File: config.mk
export PLATFORM = sky130hd
export DESIGN_NAME = linear_probe_hash_table_unit
export DESIGN_NICKNAME = d
export VERILOG_FILES = /design/src/rtl/lpht_pkg.sv /design/src/rtl/lpht_dp.sv /design/src/rtl/lpht_ctrl.sv /design/src/rtl/linear_probe_hash_table_unit.sv
export VERILOG_INCLUDE_DIRS = /design/src /design/src/rtl
export SDC_FILE = /design/constraint.sdc
export NUM_CORES = 1
export LEC_CHECK = 0
export BUFFER_PORTS_ARGS = -buffer_cell sky130_fd_sc_hd__clkbuf_2
export CORE_MARGIN = 4
export CORE_UTILIZATION = 52
export DETAILED_ROUTE_END_ITERATION = 16
export GPL_TIMING_DRIVEN = 0
export PLACE_DENSITY = 0.69
export REMOVE_ABC_BUFFERS = 1
export SLEW_MARGIN = 15
export SYNTH_ARGS = -nofsm -noshare
export SYNTH_HDL_FRONTEND = slang
export SYNTH_SLANG_ARGS = --single-unit
export TNS_END_PERCENT = 50
File: constraint.sdc
create_clock -name clk -period 4 [get_ports clk]
set_input_delay 0.6 -clock clk [delete_from_list [all_inputs] [get_ports clk]]
set_output_delay 0.6 -clock clk [all_outputs]
set_load 0.01 [all_outputs]
File: src/rtl/linear_probe_hash_table_unit_macros.svh
// ----------------------------------------------------------------------------
// Assertion macros for the linear probing hash table unit
// Clocked assertion shorthands; defining ASSERT_OFF turns them into nothing.
// ----------------------------------------------------------------------------
`ifndef LINEAR_PROBE_HASH_TABLE_UNIT_MACROS_SVH
`define LINEAR_PROBE_HASH_TABLE_UNIT_MACROS_SVH

`ifndef ASSERT_OFF
// Checked on every rising edge of clk while rst_n is high.
`define LPHT_ASSERT(lbl, prop, msg) \
  lbl: assert property (@(posedge clk) disable iff (!rst_n) prop) else $error(msg);
// Checked on every rising edge of clk, reset included.
`define LPHT_ASSERT_ALWAYS(lbl, prop, msg) \
  lbl: assert property (@(posedge clk) prop) else $error(msg);
`else
`define LPHT_ASSERT(lbl, prop, msg)
`define LPHT_ASSERT_ALWAYS(lbl, prop, msg)
`endif

`endif

File: src/rtl/lpht_pkg.sv
// ----------------------------------------------------------------------------
// lpht_pkg
// Shared types and codes of the linear probing hash table unit.
// ----------------------------------------------------------------------------
package lpht_pkg;

  // Default number of slots in the table.
  localparam int TABLE_SIZE_DEF = 16;

  // Field widths.
  localparam int KEY_W    = 32;
  localparam int CMD_W    = 2;
  localparam int STATUS_W = 2;
  localparam int SLOT_W   = 4;

  // The home slot is worked out MOD_BITS key bits per cycle.
  localparam int MOD_BITS  = 8;
  localparam int MOD_STEPS = KEY_W / MOD_BITS;
  localparam int MOD_CNT_W = $clog2(MOD_STEPS);

  // Command codes.
  localparam logic [CMD_W-1:0] CMD_INSERT = 2'd0;
  localparam logic [CMD_W-1:0] CMD_SEARCH = 2'd1;
  localparam logic [CMD_W-1:0] CMD_DELETE = 2'd2;

  // Result status codes.
  localparam logic [STATUS_W-1:0] ST_OK      = 2'd0;
  localparam logic [STATUS_W-1:0] ST_MISSING = 2'd1;
  localparam logic [STATUS_W-1:0] ST_FULL    = 2'd2;

  // Slot state codes held next to each key.
  localparam logic [1:0] SLOT_EMPTY = 2'd0;
  localparam logic [1:0] SLOT_USED  = 2'd1;
  localparam logic [1:0] SLOT_TOMB  = 2'd2;

  // Controller states.
  typedef enum logic [2:0] {
    S_CLEAR,
    S_IDLE,
    S_HASH,
    S_FETCH,
    S_PROBE
  } ctrl_state_t;

  // Commands from the controller to the datapath.
  typedef struct packed {
    logic clear;    // write an empty slot at the sweep address
    logic load;     // capture a new word and start the home slot divide
    logic hash;     // one divide step
    logic advance;  // step the read address to the next slot
    logic probe;    // judge the slot read in the previous cycle
  } dp_cmd_t;

  // Status from the datapath to the controller.
  typedef struct packed {
    logic clear_done;
    logic hash_done;
    logic stop;
  } dp_stat_t;

endpackage

File: src/rtl/lpht_dp.sv
// ----------------------------------------------------------------------------
// lpht_dp
// Datapath: home slot divider, slot memory, probe judge and result register.
// ----------------------------------------------------------------------------
`include "linear_probe_hash_table_unit_macros.svh"

module lpht_dp #(
  parameter int TABLE_SIZE = lpht_pkg::TABLE_SIZE_DEF
) (
  input  logic                           clk,
  input  logic                           rst_n,
  input  lpht_pkg::dp_cmd_t              cmd,
  output lpht_pkg::dp_stat_t             stat,
  input  logic [lpht_pkg::CMD_W-1:0]     in_command,
  input  logic [lpht_pkg::KEY_W-1:0]     in_key,
  output logic                           out_valid,
  output logic [lpht_pkg::STATUS_W-1:0]  out_status,
  output logic [lpht_pkg::SLOT_W-1:0]    out_slot_index
);
  import lpht_pkg::*;

  localparam int ADDR_W = $clog2(TABLE_SIZE);
  localparam int WORD_W = KEY_W + 2;
  localparam logic [ADDR_W-1:0] LastSlot = ADDR_W'(TABLE_SIZE - 1);
  localparam logic [ADDR_W:0]   Modulus  = (ADDR_W + 1)'(TABLE_SIZE);

  // Captured word.
  logic [KEY_W-1:0]     key_r;
  logic [CMD_W-1:0]     cmd_r;

  // Divider state.
  logic [KEY_W-1:0]     key_sh_r, key_sh_nxt;
  logic [ADDR_W-1:0]    rem_r, rem_nxt;
  logic [MOD_CNT_W-1:0] mod_cnt_r;

  // Probe addressing.
  logic [ADDR_W-1:0]    issue_addr_r, issue_addr_nxt;
  logic [ADDR_W-1:0]    data_addr_r;
  logic [ADDR_W-1:0]    probe_cnt_r;

  // Slot memory: slot state in the top two bits, key below.
  logic [WORD_W-1:0]    mem [TABLE_SIZE];
  logic [WORD_W-1:0]    mem_q_r;
  logic                 mem_we;
  logic [ADDR_W-1:0]    mem_waddr;
  logic [WORD_W-1:0]    mem_wdata;

  // Probe judge.
  logic [1:0]           slot_state;
  logic [KEY_W-1:0]     slot_key;
  logic                 last_probe;
  logic                 hit_stop;
  logic                 hit_ok;
  logic                 hit_write;
  logic [WORD_W-1:0]    hit_wdata;
  logic [STATUS_W-1:0]  res_status;
  logic [31:0]          res_slot_wide;

  // Output registers.
  logic                 out_valid_r;
  logic [STATUS_W-1:0]  out_status_r;
  logic [SLOT_W-1:0]    out_slot_r;

  // Restoring remainder, MOD_BITS key bits per cycle, divisor is constant.
  always_comb begin
    logic [ADDR_W:0] r;
    r = {1'b0, rem_r};
    for (int i = 0; i < MOD_BITS; i++) begin
      r = {r[ADDR_W-1:0], key_sh_r[KEY_W-1-i]};
      if (r >= Modulus) begin
        r = r - Modulus;
      end
    end
    rem_nxt    = r[ADDR_W-1:0];
    key_sh_nxt = key_sh_r << MOD_BITS;
  end

  // Divider and captured word registers.
  always_ff @(posedge clk) begin
    if (!rst_n) begin
      mod_cnt_r <= '0;
    end else if (cmd.load) begin
      mod_cnt_r <= '0;
    end else if (cmd.hash) begin
      mod_cnt_r <= mod_cnt_r + 1'b1;
    end
  end

  always_ff @(posedge clk) begin
    if (cmd.load) begin
      key_r    <= in_key;
      cmd_r    <= in_command;
      key_sh_r <= in_key;
      rem_r    <= '0;
    end else if (cmd.hash) begin
      key_sh_r <= key_sh_nxt;
      rem_r    <= rem_nxt;
    end
  end

  assign stat.hash_done  = cmd.hash && (mod_cnt_r == MOD_CNT_W'(MOD_STEPS - 1));
  assign stat.clear_done = cmd.clear && (issue_addr_r == LastSlot);

  // Read address: loaded with the home slot on the last divide step,
  // then stepped with wrap once per cycle while clearing, fetching or probing.
  always_comb begin
    issue_addr_nxt = issue_addr_r;
    if (stat.hash_done) begin
      issue_addr_nxt = rem_nxt;
    end else if (cmd.advance) begin
      issue_addr_nxt = (issue_addr_r == LastSlot) ? '0 : issue_addr_r + 1'b1;
    end
  end

  always_ff @(posedge clk) begin
    if (!rst_n) begin
      issue_addr_r <= '0;
      probe_cnt_r  <= '0;
    end else begin
      issue_addr_r <= issue_addr_nxt;
      if (cmd.hash) begin
        probe_cnt_r <= '0;
      end else if (cmd.probe) begin
        probe_cnt_r <= probe_cnt_r + 1'b1;
      end
    end
  end

  // Slot memory with one write port and one registered read port.
  assign mem_we    = cmd.clear || (cmd.probe && hit_write);
  assign mem_waddr = cmd.clear ? issue_addr_r : data_addr_r;
  assign mem_wdata = cmd.clear ? {SLOT_EMPTY, {KEY_W{1'b0}}} : hit_wdata;

  always_ff @(posedge clk) begin
    if (mem_we) begin
      mem[mem_waddr] <= mem_wdata;
    end
    mem_q_r     <= mem[issue_addr_r];
    data_addr_r <= issue_addr_r;
  end

  // Judge the slot that was just read.
  assign slot_state = mem_q_r[WORD_W-1 -: 2];
  assign slot_key   = mem_q_r[KEY_W-1:0];
  assign last_probe = (probe_cnt_r == LastSlot);

  always_comb begin
    logic used;
    logic match;
    used      = (slot_state == SLOT_USED);
    match     = used && (slot_key == key_r);
    hit_stop  = 1'b1;
    hit_ok    = 1'b0;
    hit_write = 1'b0;
    hit_wdata = {SLOT_USED, key_r};
    unique case (cmd_r)
      CMD_INSERT: begin
        hit_stop  = !used || last_probe;
        hit_ok    = !used;
        hit_write = !used;
      end
      CMD_SEARCH: begin
        hit_stop = (slot_state == SLOT_EMPTY) || match || last_probe;
        hit_ok   = match;
      end
      CMD_DELETE: begin
        hit_stop  = (slot_state == SLOT_EMPTY) || match || last_probe;
        hit_ok    = match;
        hit_write = match;
        hit_wdata = {SLOT_TOMB, slot_key};
      end
      default: begin
        hit_stop = 1'b1;
        hit_ok   = 1'b0;
      end
    endcase
  end

  assign stat.stop = cmd.probe && hit_stop;

  // Result word.
  always_comb begin
    if (hit_ok) begin
      res_status = ST_OK;
    end else if (cmd_r == CMD_INSERT) begin
      res_status = ST_FULL;
    end else begin
      res_status = ST_MISSING;
    end
    res_slot_wide = hit_ok ? 32'(data_addr_r) : 32'd0;
  end

  always_ff @(posedge clk) begin
    if (!rst_n) begin
      out_valid_r <= 1'b0;
    end else begin
      out_valid_r <= stat.stop;
    end
  end

  always_ff @(posedge clk) begin
    if (stat.stop) begin
      out_status_r <= res_status;
      out_slot_r   <= res_slot_wide[SLOT_W-1:0];
    end
  end

  assign out_valid      = out_valid_r;
  assign out_status     = out_status_r;
  assign out_slot_index = out_slot_r;

  // A result is a one-cycle strobe.
  `LPHT_ASSERT(a_out_single, out_valid_r |=> !out_valid_r, "result strobe longer than one cycle")
  // A failed command reports slot zero.
  `LPHT_ASSERT(a_fail_slot_zero, (out_valid_r && out_status_r != ST_OK) |-> (out_slot_r == '0),
    "nonzero slot with failing status")
  // A probe never runs past one full circuit.
  `LPHT_ASSERT(a_circuit_bound, (cmd.probe && last_probe) |-> stat.stop,
    "probe ran past a full circuit")

endmodule

File: src/rtl/lpht_ctrl.sv
// ----------------------------------------------------------------------------
// lpht_ctrl
// Controller: sequences clear sweep, home slot divide, read priming and probe.
// ----------------------------------------------------------------------------
`include "linear_probe_hash_table_unit_macros.svh"

module lpht_ctrl (
  input  logic                clk,
  input  logic                rst_n,
  input  logic                start,
  output logic                busy,
  output lpht_pkg::dp_cmd_t   cmd,
  input  lpht_pkg::dp_stat_t  stat
);
  import lpht_pkg::*;

  ctrl_state_t state_r, state_nxt;

  // State register.
  always_ff @(posedge clk) begin
    if (!rst_n) begin
      state_r <= S_CLEAR;
    end else begin
      state_r <= state_nxt;
    end
  end

  // Next state.
  always_comb begin
    state_nxt = state_r;
    unique case (state_r)
      S_CLEAR: if (stat.clear_done) state_nxt = S_IDLE;
      S_IDLE:  if (start) state_nxt = S_HASH;
      S_HASH:  if (stat.hash_done) state_nxt = S_FETCH;
      S_FETCH: state_nxt = S_PROBE;
      S_PROBE: if (stat.stop) state_nxt = S_IDLE;
      default: state_nxt = S_CLEAR;
    endcase
  end

  // Outputs.
  always_comb begin
    cmd  = '0;
    busy = 1'b1;
    unique case (state_r)
      S_CLEAR: begin
        cmd.clear   = 1'b1;
        cmd.advance = 1'b1;
      end
      S_IDLE: begin
        busy     = 1'b0;
        cmd.load = start;
      end
      S_HASH: begin
        cmd.hash = 1'b1;
      end
      S_FETCH: begin
        cmd.advance = 1'b1;
      end
      S_PROBE: begin
        cmd.probe   = 1'b1;
        cmd.advance = 1'b1;
      end
      default: begin
        cmd  = '0;
        busy = 1'b1;
      end
    endcase
  end

  // An accepted word goes straight to the divider.
  `LPHT_ASSERT(a_accept_hash, (start && !busy) |=> (state_r == S_HASH),
    "accepted word did not start the divide")
  // The datapath only reports a stop while probing.
  `LPHT_ASSERT(a_stop_in_probe, stat.stop |-> (state_r == S_PROBE), "stop outside probe")
  // The sweep never overlaps a load, a divide step or a probe.
  `LPHT_ASSERT_ALWAYS(a_no_overlap, !(cmd.clear && (cmd.hash || cmd.load || cmd.probe)),
    "clear overlaps item work")

endmodule

File: src/rtl/linear_probe_hash_table_unit.sv
// ----------------------------------------------------------------------------
// Linear probing hash table unit
// Open-addressing table with tombstones: insert, search and delete by key.
// ----------------------------------------------------------------------------
// Operation: after start is taken, the key is divided for its home slot, the
// slot memory's read is primed, and then k slots (1 to TABLE_SIZE) are probed,
// one per cycle from the slot memory's read port; the result is registered.
// A new word is taken only while idle, once the last word's probe has stopped.
// Reset: a sweep marks every slot empty, busy held high.
// The receiver cannot stall: each result is a single-cycle out_valid strobe.
module linear_probe_hash_table_unit #(
  parameter int TABLE_SIZE = lpht_pkg::TABLE_SIZE_DEF
) (
  input  logic                           clk,
  input  logic                           rst_n,
  input  logic                           start,
  output logic                           busy,
  input  logic [lpht_pkg::CMD_W-1:0]     in_command,
  input  logic [lpht_pkg::KEY_W-1:0]     in_key,
  output logic                           out_valid,
  output logic [lpht_pkg::STATUS_W-1:0]  out_status,
  output logic [lpht_pkg::SLOT_W-1:0]    out_slot_index
);
  import lpht_pkg::*;

  dp_cmd_t  cmd;
  dp_stat_t stat;

  // Sequencer.
  lpht_ctrl u_ctrl (
    .clk   (clk),
    .rst_n (rst_n),
    .start (start),
    .busy  (busy),
    .cmd   (cmd),
    .stat  (stat)
  );

  // Table storage and probe logic.
  lpht_dp #(
    .TABLE_SIZE (TABLE_SIZE)
  ) u_dp (
    .clk            (clk),
    .rst_n          (rst_n),
    .cmd            (cmd),
    .stat           (stat),
    .in_command     (in_command),
    .in_key         (in_key),
    .out_valid      (out_valid),
    .out_status     (out_status),
    .out_slot_index (out_slot_index)
  );

endmodule
Yosys cells after proc, flatten, opt, wreduce, memory -nomap -nowiden

Memories as Yosys holds them, arrays and structs flattened. A register that Yosys moved wholly into a read port is not among the register bits.
Cells that the tools add are included.

Add/sub/neg operators: 11
Order comparisons: 8
Equal/unequal tests: 15
Muxes and demuxes: 33
Bitwise operators: 1
Reductions and logical operators: 20

Operators by type and width:

| operator                                                            | count |
|---|---|
| 34-bit 2-to-1 mux                                                   | 2 |
| 32-bit 2-to-1 mux                                                   | 2 |
| 4-bit 2-to-1 mux                                                    | 12 |
| 5-bit greater-or-equal comparator (second input constant)           | 8 |
| 32-bit == test                                                      | 1 |
| 4-bit by 1-bit subtractor with 4-bit output (second input constant) | 8 |
| 3-bit case mux with 5 select lines                                  | 1 |
| 3-bit 2-to-1 mux                                                    | 4 |
| 4-bit by 1-bit adder with 4-bit output (second input constant)      | 2 |
| 4-bit == test (second input constant)                               | 2 |
| 1-bit 2-to-1 mux                                                    | 8 |
| 2-bit != test (second input constant)                               | 4 |
| 3-bit by 2-bit == test with 1-bit output (second input constant)    | 2 |
| 1-bit case mux with 2 select lines                                  | 3 |
| 2-bit OR reduction                                                  | 3 |
| 1-bit logical AND                                                   | 5 |
| 2-bit by 1-bit == test with 1-bit output (second input constant)    | 2 |
| 2-bit == test (second input constant)                               | 2 |
| 2-bit zero test                                                     | 2 |
| 1-bit logical OR                                                    | 4 |
| 4-bit AND reduction                                                 | 1 |
| 2-bit nonzero test                                                  | 2 |
| 3-bit by 1-bit == test with 1-bit output (second input constant)    | 1 |
| 3-bit == test (second input constant)                               | 1 |
| other kinds (6)                                                     | 6 |

Bits in registers: 94
Bits in writable memories: 544
Input bits: 37
Output and inout port bits: 8
Logic and storage cells: 101
Memories kept: 1

Memories:

| memory   | depth | bits a word | rd ports | clocked after memory_dff | wr ports | RTL line      | source |
|---|---|---|---|---|---|---|---|
| u_dp.mem | 16    | 34          | 1        | 1                        | 1        | lpht_dp.sv:42 | `logic [WORD_W-1:0] mem [TABLE_SIZE];` |

Depth between registers and ports, before layout

Gate-level depths: netlist (run 1).

Depth in word-level cells: 17
Depth in mapped cells: 8
Gate-level depth less buffers: 6

Hierarchy

Synthesis (run 1) repeated with hierarchy kept, for this count alone.

Cell total of the unflattened synthesis: 1155
Area, all modules: 25087.8 µm²

Modules (own cells, without submodules):

| module    | instances | cells each | area each (µm²) | sequential area each (µm²) |
|---|---|---|---|---|
| lpht_dp   | 1         | 1131       | 24866.3         | 18998.2 |
| lpht_ctrl | 1         | 24         | 221.5           | 60.1 |

Worst setup path after synthesis (run 1)

No wires, ideal clock.

Path type: reg-to-reg
Start point: register u_dp.cmd_r[0]
End point: memory u_dp.mem[6][0] in the netlist's numbering (enable)
Setup time: 477 ps
Data arrival time: 3970 ps
Required time: 3523 ps
Path slack: -447 ps
Cell stages (with the launch flop): 7
Path buffers: 1
Period minus slack after synthesis: 4447 ps
Cell sequence: edfxtp_1 -> inv_1 -> ha_1 -> clkbuf_1 -> o2111a_1 -> nand4_1 -> a211oi_1

Word-level cells in the longest chain between the ends: 6
Elaborated cells on any way between the ends: 7
Classes of those cells: eq/ne: 1; mux: 3; reduce/logical: 3

Ends and longest elaborated chain:

| element                                          | RTL line       | source |
|---|---|---|
| from (decl)                                      | lpht_dp.sv:29  | `logic [CMD_W-1:0] cmd_r;` |
| from (signal assigned)                           | lpht_dp.sv:92  | `cmd_r <= in_command;` |
| 2-bit == test or 2-bit zero test (tied branches) | lpht_dp.sv:156 | `unique case (cmd_r)` |
| 1-bit case mux with 2 select lines (*)           | lpht_dp.sv:156 |  |
| 1-bit logical AND (*)                            | lpht_dp.sv:130 | `assign mem_we = cmd.clear \|\| (cmd.probe && hit_write);` |
| 1-bit logical OR (*)                             | lpht_dp.sv:130 |  |
| 1-bit 2-to-1 mux (*)                             | lpht_dp.sv:135 | `if (mem_we) begin` |
| 1-bit 2-to-1 mux (not written as such) (*)       | lpht_dp.sv:136 | `mem[mem_waddr] <= mem_wdata;` |
| to (decl)                                        | lpht_dp.sv:42  |  |

Mark *: on every way between the ends. The rest lies on a longest branch, timed or not.

Worst setup path in the final report (run 1)

Start point: register u_dp.key_r[22]
End point: memory u_dp.mem[0][23] in the netlist's numbering (enable)

Word-level cells in the longest chain between the ends: 7

Ends and longest elaborated chain:

| element                                | RTL line       | source |
|---|---|---|
| from (decl)                            | lpht_dp.sv:28  | `logic [KEY_W-1:0] key_r;` |
| from (signal assigned)                 | lpht_dp.sv:91  | `key_r <= in_key;` |
| 32-bit == test                         | lpht_dp.sv:151 | `match = used && (slot_key == key_r);` |
| 1-bit logical AND                      | lpht_dp.sv:151 |  |
| 1-bit case mux with 2 select lines     | lpht_dp.sv:156 |  |
| 1-bit logical AND                      | lpht_dp.sv:130 |  |
| 1-bit logical OR                       | lpht_dp.sv:130 |  |
| 1-bit 2-to-1 mux                       | lpht_dp.sv:135 |  |
| 1-bit 2-to-1 mux (not written as such) | lpht_dp.sv:136 |  |

No other way between the ends.

==> flow_summary.json, run 1 <==
{
  "critical_path.max_fanout": 15,
  "synth_edf_count": 600,
  "rsz0062_at_grt": "false",
  "grt.total_usage_pct": 22.0,
  "cp.required_ns": 4.33,
  "worst_pin_slew_ns": 1.01,
  "p_per_area_nw_per_um2": 488,
  "min_path_type": "input port to flop",
  "p_leak_nw": 9.95,
  "grt_max_degree": 48,
  "clkSinkCount": 652,
  "max_cap_viol_count": 0,
  "antenna_cells": 0,
  "min_path_cells": 1,
  "clk_pin_slew_ns": 0.06,
  "first_global_vias": 12600,
  "max_clock_freq_mhz": 263,
  "stdcell_area_um2": 29500,
  "worstSkewPairLatency_ns": 0.63,
  "ys_warn_count": 0,
  "relSlewSlack_pct": 32.6,
  "netlist_area_um2": 25300,
  "start_util_pct": 52.8,
  "cp_slowest_stage_delay_ns": 0.53,
  "crit_start": "u_dp.key_r[22]",
  "r2r-start": "u_dp.key_r[22]",
  "root_buffer": "clkbuf_16",
  "cts_max_level": 2,
  "tns_ns": 0,
  "grt_overflow": 0,
  "vias_per_cell": 6.26,
  "peakVddDrop_mv": 0.466,
  "drt_first_pass_iters": 8,
  "die_x_um": 229,
  "slew_viol_final": 0,
  "cp-end-kind": "flop",
  "rr_worst_depth": 9,
  "wire_per_inst_um": 28.9,
  "status": "completed",
  "antenna_left": 0,
  "reg2reg_slack_ns": 0.19,
  "finClkSkew_ns": 0.0284,
  "antenna_found_initial": 0,
  "gp_congestion": 0.795,
  "fin_crit_sh_pct": 95.2,
  "cts_tree": "yes",
  "worstSetupPathType": "flop to flop",
  "die_y_um": 229,
  "clk_path_buf_depth": 3,
  "ctsHoldBuffers": 0,
  "drcViolationCount": 0,
  "fin_nets": 1350,
  "critPathArrivalTime_ns": 4.14,
  "reg2reg_to": "u_dp.mem[0][23]",
  "io_buffer_count": 44,
  "ioPinCount": 45,
  "area_growth_pct": 16.7,
  "syn_area_per_cell_um2": 21.2,
  "setup_violations": 0,
  "ys_seq_area_share_pct": 75.3,
  "crit_path_start_kind": "flop",
  "p_total_mw": 14.4,
  "dieArea_um2": 52300,
  "place_area_um2": 27400,
  "wl_um": 57100,
  "grt_pass1_wl_um": 84600,
  "min_period_ns": 3.81,
  "num_vias": 12400,
  "slowest_stage": "xnor2_1",
  "synthArstFlopShare_pct": 0,
  "ys_ff_latch": 652,
  "cts_inserted_buffers": 61,
  "coreArea_um2": 47900,
  "drt_first_iter_violations": 1611,
  "path_cells": "xnor2_1 > nand4_1 > nor4_1 > nand4_1 > buf_6 > buf_6 > a21oi_4 > buf_16 > buf_12",
  "synth_cell_type_count": 52,
  "netlist_instances": 1197,
  "dp_hpwl_um": 35500,
  "synth_ff_type": "edfxtp_1",
  "hp-start": "in_key[23]",
  "drive_gt1_share_pct": 29.4,
  "hold_end": "u_dp.key_r[23]",
  "hold_viol_final": 0,
  "row_count": 80
}
what timing repair did:
item	in CTS	in global routing
setup endpoints to repair	10	45
buffers inserted	0	3
pin swaps	1	2
resized for setup	0	1
state kept, by name (all words and copies together) (netlist names):
| name | count |
|---|---|
| u_dp.mem_q_r | 34 |
| u_dp.probe_cnt_r | 4 |
| u_dp.out_slot_index | 4 |
| u_dp.out_status | 2 |
| u_dp.issue_addr_r | 4 |
| u_dp.cmd_r | 2 |
| u_dp.mem | 544 |
| u_ctrl.state_r | 3 |
| u_dp.out_valid | 1 |
| u_dp.mod_cnt_r | 2 |
| u_dp.key_sh_r | 16 |
| u_dp.key_r | 32 |
| u_dp.data_addr_r | 4 |
placed cells by master, fill, tap and decap left out, types with 13 or more instances in the layout:
| master | count |
|---|---|
| nor2_1 | 42 |
| mux4_2 | 170 |
| clkbuf_1 | 13 |
| xnor2_1 | 24 |
| dfxtp_1 | 49 |
| nand2b_1 | 26 |
| buf_8 | 14 |
| clkbuf_16 | 61 |
| buf_16 | 27 |
| edfxtp_1 | 600 |
| nand2_1 | 26 |
| clkbuf_2 | 44 |
| mux2i_1 | 36 |
cell usage after synthesis (3+ instances only):
cell | count | area (µm²)
a211oi_1 | 5 | 37.5
a21boi_1 | 4 | 30.0
a21oi_1 | 24 | 120
a31oi_1 | 3 | 18.8
and2_1 | 8 | 50.1
buf_12 | 5 | 100
buf_2 | 16 | 80.1
buf_6 | 3 | 33.8
clkbuf_1 | 34 | 128
dfxtp_1 | 52 | 1040
edfxtp_1 | 600 | 18000
ha_1 | 6 | 75.1
inv_1 | 10 | 37.5
inv_2 | 3 | 11.3
mux2_1 | 12 | 135
mux2i_1 | 36 | 360
mux4_2 | 170 | 3830
nand2_1 | 26 | 97.6
nand2b_1 | 26 | 163
nand3_1 | 10 | 50.1
nand4_1 | 12 | 75.1
nor2_1 | 42 | 158
nor2b_1 | 3 | 18.8
nor3_1 | 4 | 20.0
nor4_1 | 4 | 25.0
o2111ai_1 | 5 | 43.8
o211a_1 | 4 | 40.0
o21ai_0 | 7 | 35.0
o21ai_1 | 8 | 40.0
or2_1 | 3 | 18.8
xnor2_1 | 24 | 210
how the worst max path moves through the flow:
stage,slack [ns],depth (start not counted),to
5_1_grt,0.1,9,u_dp.mem[0][29]
3_5_place_dp,0.02,8,u_dp.mem[5][21]
6_report,0.19,9,u_dp.mem[0][23]
2_1_floorplan,-5.15,4,u_dp.mem[9][0]
3_3_place_gp,-11.65,4,u_dp.mem[9][23]
4_1_cts,0.0006,8,u_dp.mem[5][21]
report_power, final:
part	internal (mW)	switching, mW	leakage, nW
Combinational	0.403	0.427	2.49
Clock	3.44	2.48	0.996
Sequential	7.55	0.116	6.46
Total	11.4	3.02	9.95
area by class of cell:
class | count | area [µm²]
Clock buffer | 80 | 1660
Clock inverter | 35 | 408
Fill cell | 3179 | 18400
Inverter | 15 | 58.8
Multi-Input combinational cell | 470 | 6070
Sequential cell | 652 | 19100
Tap cell | 615 | 769
Timing Repair Buffer | 107 | 1510
layer usage:
| metal | track usage, % | vias up | routed length (µm) |
|---|---|---|---|
| met5 | 0 | - | 0 |
| met4 | 6.01 | 0 | 1530 |
| met3 | 4.30 | 103 | 4400 |
| met2 | 34.0 | 585 | 26900 |
| met1 | 32.9 | 6520 | 24300 |
| li1 | - | 5155 | - |
cell families (layout without fill, tap and decap cells):
family / after synthesis / after routing / synth area share [%]
adder cells (fa/ha/maj): 6 / 6 / 0.296
multiplexers: 218 / 218 / 17.1
buffers and inverters: 75 / 237 / 1.60
flip-flops: 652 / 652 / 75.3
AO/OA/AOI/OAI: 69 / 69 / 1.76
AND/OR/NAND/NOR: 152 / 152 / 3.14
XOR/XNOR: 25 / 25 / 0.865
critical path: cells and delay by family, from the launching register on:
family	cells	cell delay, ns
AOI/OAI and AO/OA	1	0.52
xor gates and xnor gates	1	0.53
buffers and inverters	4	0.96
DFF	1	0.41
and+or+nand+nor	3	1.07
through the flow:
| step | worst slack (ns) | hold WS, ns | cells | util, % |
|---|---|---|---|---|
| 6_report | 0.191 | 0.143 | 1974 | 61.6 |
| 5_1_grt | 0.0952 | 0.0984 | 1974 | 61.6 |
| 4_1_cts | 0.000616 | 0.107 | 1971 | 61.6 |
| 2_1_floorplan | -5.15 | 0.422 | 1137 | - |
| 3_3_place_gp | -11.65 | 0.457 | 1796 | 54.2 |
| 3_5_place_dp | 0.0206 | 0.483 | 1856 | 57.2 |
No activity file was read; power rests on OpenSTA's default activity.
==> inputs of run 2 (changes only) <==
--- a/config.mk
+++ b/config.mk
@@ -6,12 +6,12 @@
 export SDC_FILE = /design/constraint.sdc
 export NUM_CORES = 1
 export LEC_CHECK = 0
-export BUFFER_PORTS_ARGS = -buffer_cell sky130_fd_sc_hd__clkbuf_2
 export CORE_MARGIN = 4
-export CORE_UTILIZATION = 52
+export CORE_UTILIZATION = 50
 export DETAILED_ROUTE_END_ITERATION = 16
+export DONT_BUFFER_PORTS = 1
 export GPL_TIMING_DRIVEN = 0
-export PLACE_DENSITY = 0.69
+export PLACE_DENSITY = 0.66
 export REMOVE_ABC_BUFFERS = 1
 export SLEW_MARGIN = 15
 export SYNTH_ARGS = -nofsm -noshare
==> run 2 against run 1 <==
Count of clock-buffer cells in the layout grew 6. Largest power group unchanged. Die area increased by 3.9%. Hold slack got worse by 0.038 ns. Clock power rose by 3%. Clock skew decreased by 0.0024 ns.
==> flow_summary.json, run 2 (synthesis gave the netlist of run 1 again) <==
{
  "p_sw_share_pct": 20.5,
  "grt_overflow": 0,
  "drt_first_pass_iters": 8,
  "io_buffer_count": 0,
  "area_growth_pct": 16.2,
  "layout_commonest_cell": "edfxtp_1",
  "p_leak_nw": 9.79,
  "wl_um": 56700,
  "coreArea_um2": 50100,
  "grt_pass1_wl_um": 83700,
  "die_x_um": 233,
  "fin_cells": 1989,
  "start_util_pct": 50.6,
  "p_seq_share_pct": 52.5,
  "clk_pin_slew_ns": 0.06,
  "critical_path.max_fanout": 14,
  "relSlewSlack_pct": 31.3,
  "slew_viol_final": 0,
  "p_clk_share_pct": 41.9,
  "crit_path_start_kind": "flop",
  "utilization_pct": 58.8,
  "worst_pin_slew_ns": 1.03,
  "antenna_left": 0,
  "die_y_um": 233,
  "vias_per_cell": 6.14,
  "fin_nets": 1308,
  "hold_viol_final": 0,
  "drive_gt1_share_pct": 26.5,
  "status": "completed",
  "root_buffer": "clkbuf_16",
  "drcViolationCount": 0,
  "cts_inserted_buffers": 66,
  "dp.cells": 1867,
  "min_period_ns": 3.87,
  "clkSinkCount": 652,
  "max_cap_viol_count": 0,
  "top_register": "u_dp.mem",
  "grt_max_degree": 47,
  "power.switching_mw": 3.00,
  "row_count": 82,
  "clk_path_buf_depth": 3,
  "ioPinCount": 45,
  "dp_hpwl_um": 35400,
  "fin_crit_sh_pct": 96.8,
  "largest_register_ffs": 544,
  "ctsHoldBuffers": 0,
  "worstSetupPathType": "flop to flop",
  "first_global_vias": 12400,
  "setup_violations": 0,
  "cts_tree": "yes",
  "critPathArrivalTime_ns": 4.16,
  "top_regs": "u_dp.mem x544, u_dp.mem_q_r x34, u_dp.key_r x32",
  "worstSkewPairLatency_ns": 0.59,
  "finClkSkew_ns": 0.0259,
  "dieArea_um2": 54300,
  "rsz0062_at_grt": "false",
  "antenna_found_initial": 4,
  "cp-end-kind": "flop",
  "grt.total_usage_pct": 21.4,
  "stdcell_area_um2": 29400,
  "num_vias": 12200,
  "cts_max_level": 3,
  "place_area_um2": 27300,
  "max_clock_freq_mhz": 258,
  "peakVddDrop_mv": 0.455,
  "internal-power_mw": 11.6,
  "gp_congestion": 0.811,
  "final_cell_mix": "600 x edfxtp_1, 170 x mux4_2, 68 x clkbuf_16, 49 x dfxtp_1, 42 x nor2_1",
  "wire_per_inst_um": 28.5,
  "min_path_type": "input port to flop",
  "num-fill-cells": 3607,
  "cp.required_ns": 4.28,
  "tns_ns": 0,
  "combPwrFrac_pct": 5.6,
  "p_per_area_nw_per_um2": 496,
  "drt_first_iter_violations": 1525
}
run 2: cell count changes in the layout (fill, tap and decap cells not counted), moves of 2 or more:
cell        delta
buf_12         -2
buf_6          -4
buf_8          +4
clkbuf_1       +5
clkbuf_16      +7
clkbuf_2      -44
clkbuf_8       -6
clkinv_1       +2
clkinvlp_4     -5
diode_2        +2
run 2: worst paths after layout:
path	start	end	slack (ns)	depth (start not counted)
hold / removal	in_key[23]	u_dp.key_r[23]	0.11	0
setup / recovery	u_dp.key_r[20]	u_dp.mem[4][1]	0.13	9
hold reg to reg	u_dp.issue_addr_r[3]	u_dp.data_addr_r[3]	0.51	0
setup reg to reg	u_dp.key_r[20]	u_dp.mem[4][1]	0.13	9
run 2: what timing repair did:
action	4_1_cts	5_1_grt
resized for setup	1	0
buffers inserted	2	0
endpoints found under the setup margin	58	0
run 2: power by group through the flow:
stage | Sequential [mW] | Clock, mW | Combinational [mW]
after floorplan | 7.84 | 0 | 0.483
after global placement | 7.93 | 0 | 0.681
after detailed placement | 7.80 | 0 | 0.819
after CTS | 7.66 | 6.22 | 0.826
after global routing | 7.67 | 6.53 | 0.862
final | 7.66 | 6.11 | 0.816
run 2: final cells by class:
class / instances / area (µm²) / share of cell area [%]
Sequential cell: 652 / 19100 / 64.8
Multi-Input combinational cell: 470 / 6070 / 20.6
Clock buffer: 86 / 1770 / 6.01
Timing Repair Buffer: 60 / 1250 / 4.26
Tap cell: 672 / 841 / 2.86
Clock inverter: 32 / 367 / 1.25
Inverter: 15 / 58.8 / 0.200
Antenna cell: 2 / 5.00 / 0.0170
run 2: worst max-delay path, cell delays in order (launching register included):
cell and delay (ns):
edfxtp_1 0.43, xnor2_1 0.45, nand4_1 0.18, nor4_2 0.50
nand4_1 0.48, buf_6 0.33, buf_6 0.18, a21oi_4 0.54
buf_16 0.27, buf_16 0.19
run 2: layer usage:
metal | track usage, % | wire (µm) | share of wire (%)
met1 | 31.1 | 23900 | 42
met2 | 33.2 | 26800 | 47
met3 | 5.13 | 4570 | 8.1
met4 | 5.85 | 1470 | 2.6
met5 | 0 | 24 | 0.042
run 2: metrics by stage:
step / setup WS [ns] / hold slack (ns) / power, mW
after global routing: 0.0625 / 0.0750 / 15.1
after global placement: -11.74 / 0.456 / 8.61
after CTS: 0.180 / 0.0729 / 14.7
after floorplan: -5.15 / 0.422 / 8.32
after detailed placement: -0.0994 / 0.483 / 8.62
final: 0.128 / 0.105 / 14.6
==> inputs of run 3 (changes only) <==
--- a/config.mk
+++ b/config.mk
@@ -6,12 +6,14 @@
 export SDC_FILE = /design/constraint.sdc
 export NUM_CORES = 1
 export LEC_CHECK = 0
+export CELL_PAD_IN_SITES_DETAIL_PLACEMENT = 1
+export CELL_PAD_IN_SITES_GLOBAL_PLACEMENT = 1
 export CORE_MARGIN = 4
 export CORE_UTILIZATION = 50
 export DETAILED_ROUTE_END_ITERATION = 16
 export DONT_BUFFER_PORTS = 1
 export GPL_TIMING_DRIVEN = 0
-export PLACE_DENSITY = 0.66
+export PLACE_DENSITY = 0.72
 export REMOVE_ABC_BUFFERS = 1
 export SLEW_MARGIN = 15
 export SYNTH_ARGS = -nofsm -noshare
==> run 3 against run 2 <==
Via count up 1.5%. Hold slack lost 0.019 ns. Utilization is 0.38 points higher.
==> flow_summary.json, run 3 (synthesis gave the netlist of run 1 again) <==
{
  "status": "completed",
  "wl_um": 62500,
  "p_leak_nw": 9.87,
  "worstSkewPairLatency_ns": 0.61,
  "setup_violations": 0,
  "io_buffer_count": 0,
  "gp_congestion": 0.776,
  "grt_overflow": 0,
  "antenna_found_initial": 2,
  "cp_top_family": "simple AND/OR/NAND/NOR gates",
  "reg2reg_slack_ns": 0.45,
  "max_cap_viol_count": 0,
  "largest_register_ffs": 544,
  "p_per_area_nw_per_um2": 489,
  "grt_pass1_wl_um": 91400,
  "internal-power_mw": 11.4,
  "hold_viol_final": 0,
  "antenna_left": 0,
  "die_x_um": 233,
  "vias_per_cell": 6.18,
  "num-fill-cells": 4175,
  "top_regs": "u_dp.mem x544, u_dp.mem_q_r x34, u_dp.key_r x32",
  "dp_hpwl_um": 39900,
  "fin_nets": 1321,
  "min_period_ns": 3.55,
  "slew_viol_final": 0,
  "cts_tree": "yes",
  "max_clock_freq_mhz": 282,
  "fin_crit_sh_pct": 88.8,
  "cp_slowest_stage_delay_ns": 0.52,
  "cts_max_level": 3,
  "stdcell_area_um2": 29600,
  "p_clk_share_pct": 41.3,
  "drcViolationCount": 0,
  "worst_slack_ns": 0.450,
  "place_area_um2": 27500,
  "top_register": "u_dp.mem",
  "finClkSkew_ns": 0.0226,
  "combPwrFrac_pct": 5.7,
  "die_y_um": 233,
  "clk_pin_slew_ns": 0.06,
  "final_cell_mix": "600 x edfxtp_1, 170 x mux4_2, 70 x clkbuf_16, 49 x dfxtp_1, 42 x nor2_1",
  "worst_pin_slew_ns": 0.998,
  "seqCellArea_um2": 19100,
  "area_growth_pct": 17.0,
  "rsz0062_at_grt": "false",
  "start_util_pct": 50.6,
  "relSlewSlack_pct": 33.2,
  "grt.total_usage_pct": 23.7,
  "coreArea_um2": 50100,
  "ctsHoldBuffers": 0,
  "wire_per_inst_um": 31.2,
  "first_global_vias": 13100,
  "worstSetupPathType": "flop to flop",
  "multi_input_area_um2": 6070,
  "clk_path_buf_depth": 3,
  "layout_commonest_cell": "edfxtp_1",
  "peakVddDrop_mv": 0.375,
  "cts_inserted_buffers": 68,
  "antenna_cells": 0,
  "drive_gt1_share_pct": 27.0,
  "drt_first_iter_violations": 1325,
  "path_cells": "xnor2_1 > nand4_1 > nor4_1 > nand4_1 > buf_4 > buf_4 > a211oi_4 > buf_8 > buf_6",
  "grt_max_degree": 49,
  "slowest_stage": "nor4_1",
  "clkSinkCount": 652,
  "cp-end-kind": "flop",
  "p_sw_share_pct": 21.4,
  "critPathArrivalTime_ns": 3.84,
  "critPathBufInv": 4,
  "ioPinCount": 45,
  "power.switching_mw": 3.10,
  "num_vias": 12400,
  "drt_first_pass_iters": 4,
  "critical_path.max_fanout": 9,
  "min_path_type": "input port to flop",
  "cp.required_ns": 4.29,
  "p_seq_share_pct": 53.0,
  "crit_path_start_kind": "flop",
  "dieArea_um2": 54300,
  "root_buffer": "clkbuf_16",
  "row_count": 82,
  "dp_slack_ns": -0.128
}
==> run 3: timing repair <==
item,CTS,global route
resized for setup,0,0
setup endpoints to repair,180,0
buffers inserted,5,0
==> run 3: layout make-up <==
cell class | count | area share, %
repair buffers | 71 | 5.00
clock buffers | 95 | 6.33
well taps | 672 | 2.84
clock inverters | 29 | 0.786
flip-flops and latches | 652 | 64.4
inverters | 15 | 0.198
multi-input cells | 470 | 20.5
==> run 3: final timing paths <==
path | to | start | depth (start not counted)
worst min-delay path | u_dp.key_r[2] | in_key[2] | 0
worst max register to register | u_dp.mem[6][16] | u_dp.key_r[20] | 9
worst min register to register | u_dp.data_addr_r[2] | u_dp.issue_addr_r[2] | 0
worst max-delay path | u_dp.mem[6][16] | u_dp.key_r[20] | 9
==> run 3: metal layers <==
metal	vias to the layer above	share of wire, %	GRT usage [%]
met2	459	49	37.6
met4	4	2.3	5.85
li1	5101	-	-
met5	-	0.040	0
met3	101	6.8	5.23
met1	6723	42	34.1
==> run 3: worst reg2reg max path, cell delays in order, from the launching register on <==
cell	delay (ns)
edfxtp_1	0.45
xnor2_1	0.41
nand4_1	0.16
nor4_1	0.52
nand4_1	0.31
buf_4	0.24
buf_4	0.16
a211oi_4	0.52
buf_8	0.25
buf_6	0.21
==> run 3: power by group through the flow <==
| stage | logic [mW] | registers (mW) | clock network (mW) |
|---|---|---|---|
| 3_3_place_gp | 0.686 | 7.93 | 0 |
| 2_1_floorplan | 0.483 | 7.84 | 0 |
| 6_report | 0.827 | 7.67 | 5.98 |
| 3_5_place_dp | 0.833 | 7.81 | 0 |
| 4_1_cts | 0.842 | 7.67 | 6.09 |
| 5_1_grt | 0.875 | 7.68 | 6.39 |
==> run 3: metrics by stage <==
step / power (mW) / hold WS (ns) / cells / TNS [ns] / util (%)
after global placement: 8.62 / 0.461 / 1809 / -5822.21 / 51.6
after CTS: 14.6 / 0.0466 / 2004 / 0 / 59.2
after floorplan: 8.32 / 0.422 / 1137 / -2152.77 / -
after global routing: 14.9 / 0.0490 / 2004 / 0 / 59.2
final: 14.5 / 0.0861 / 2004 / 0 / 59.2
after detailed placement: 8.64 / 0.493 / 1875 / -7.50 / 54.9
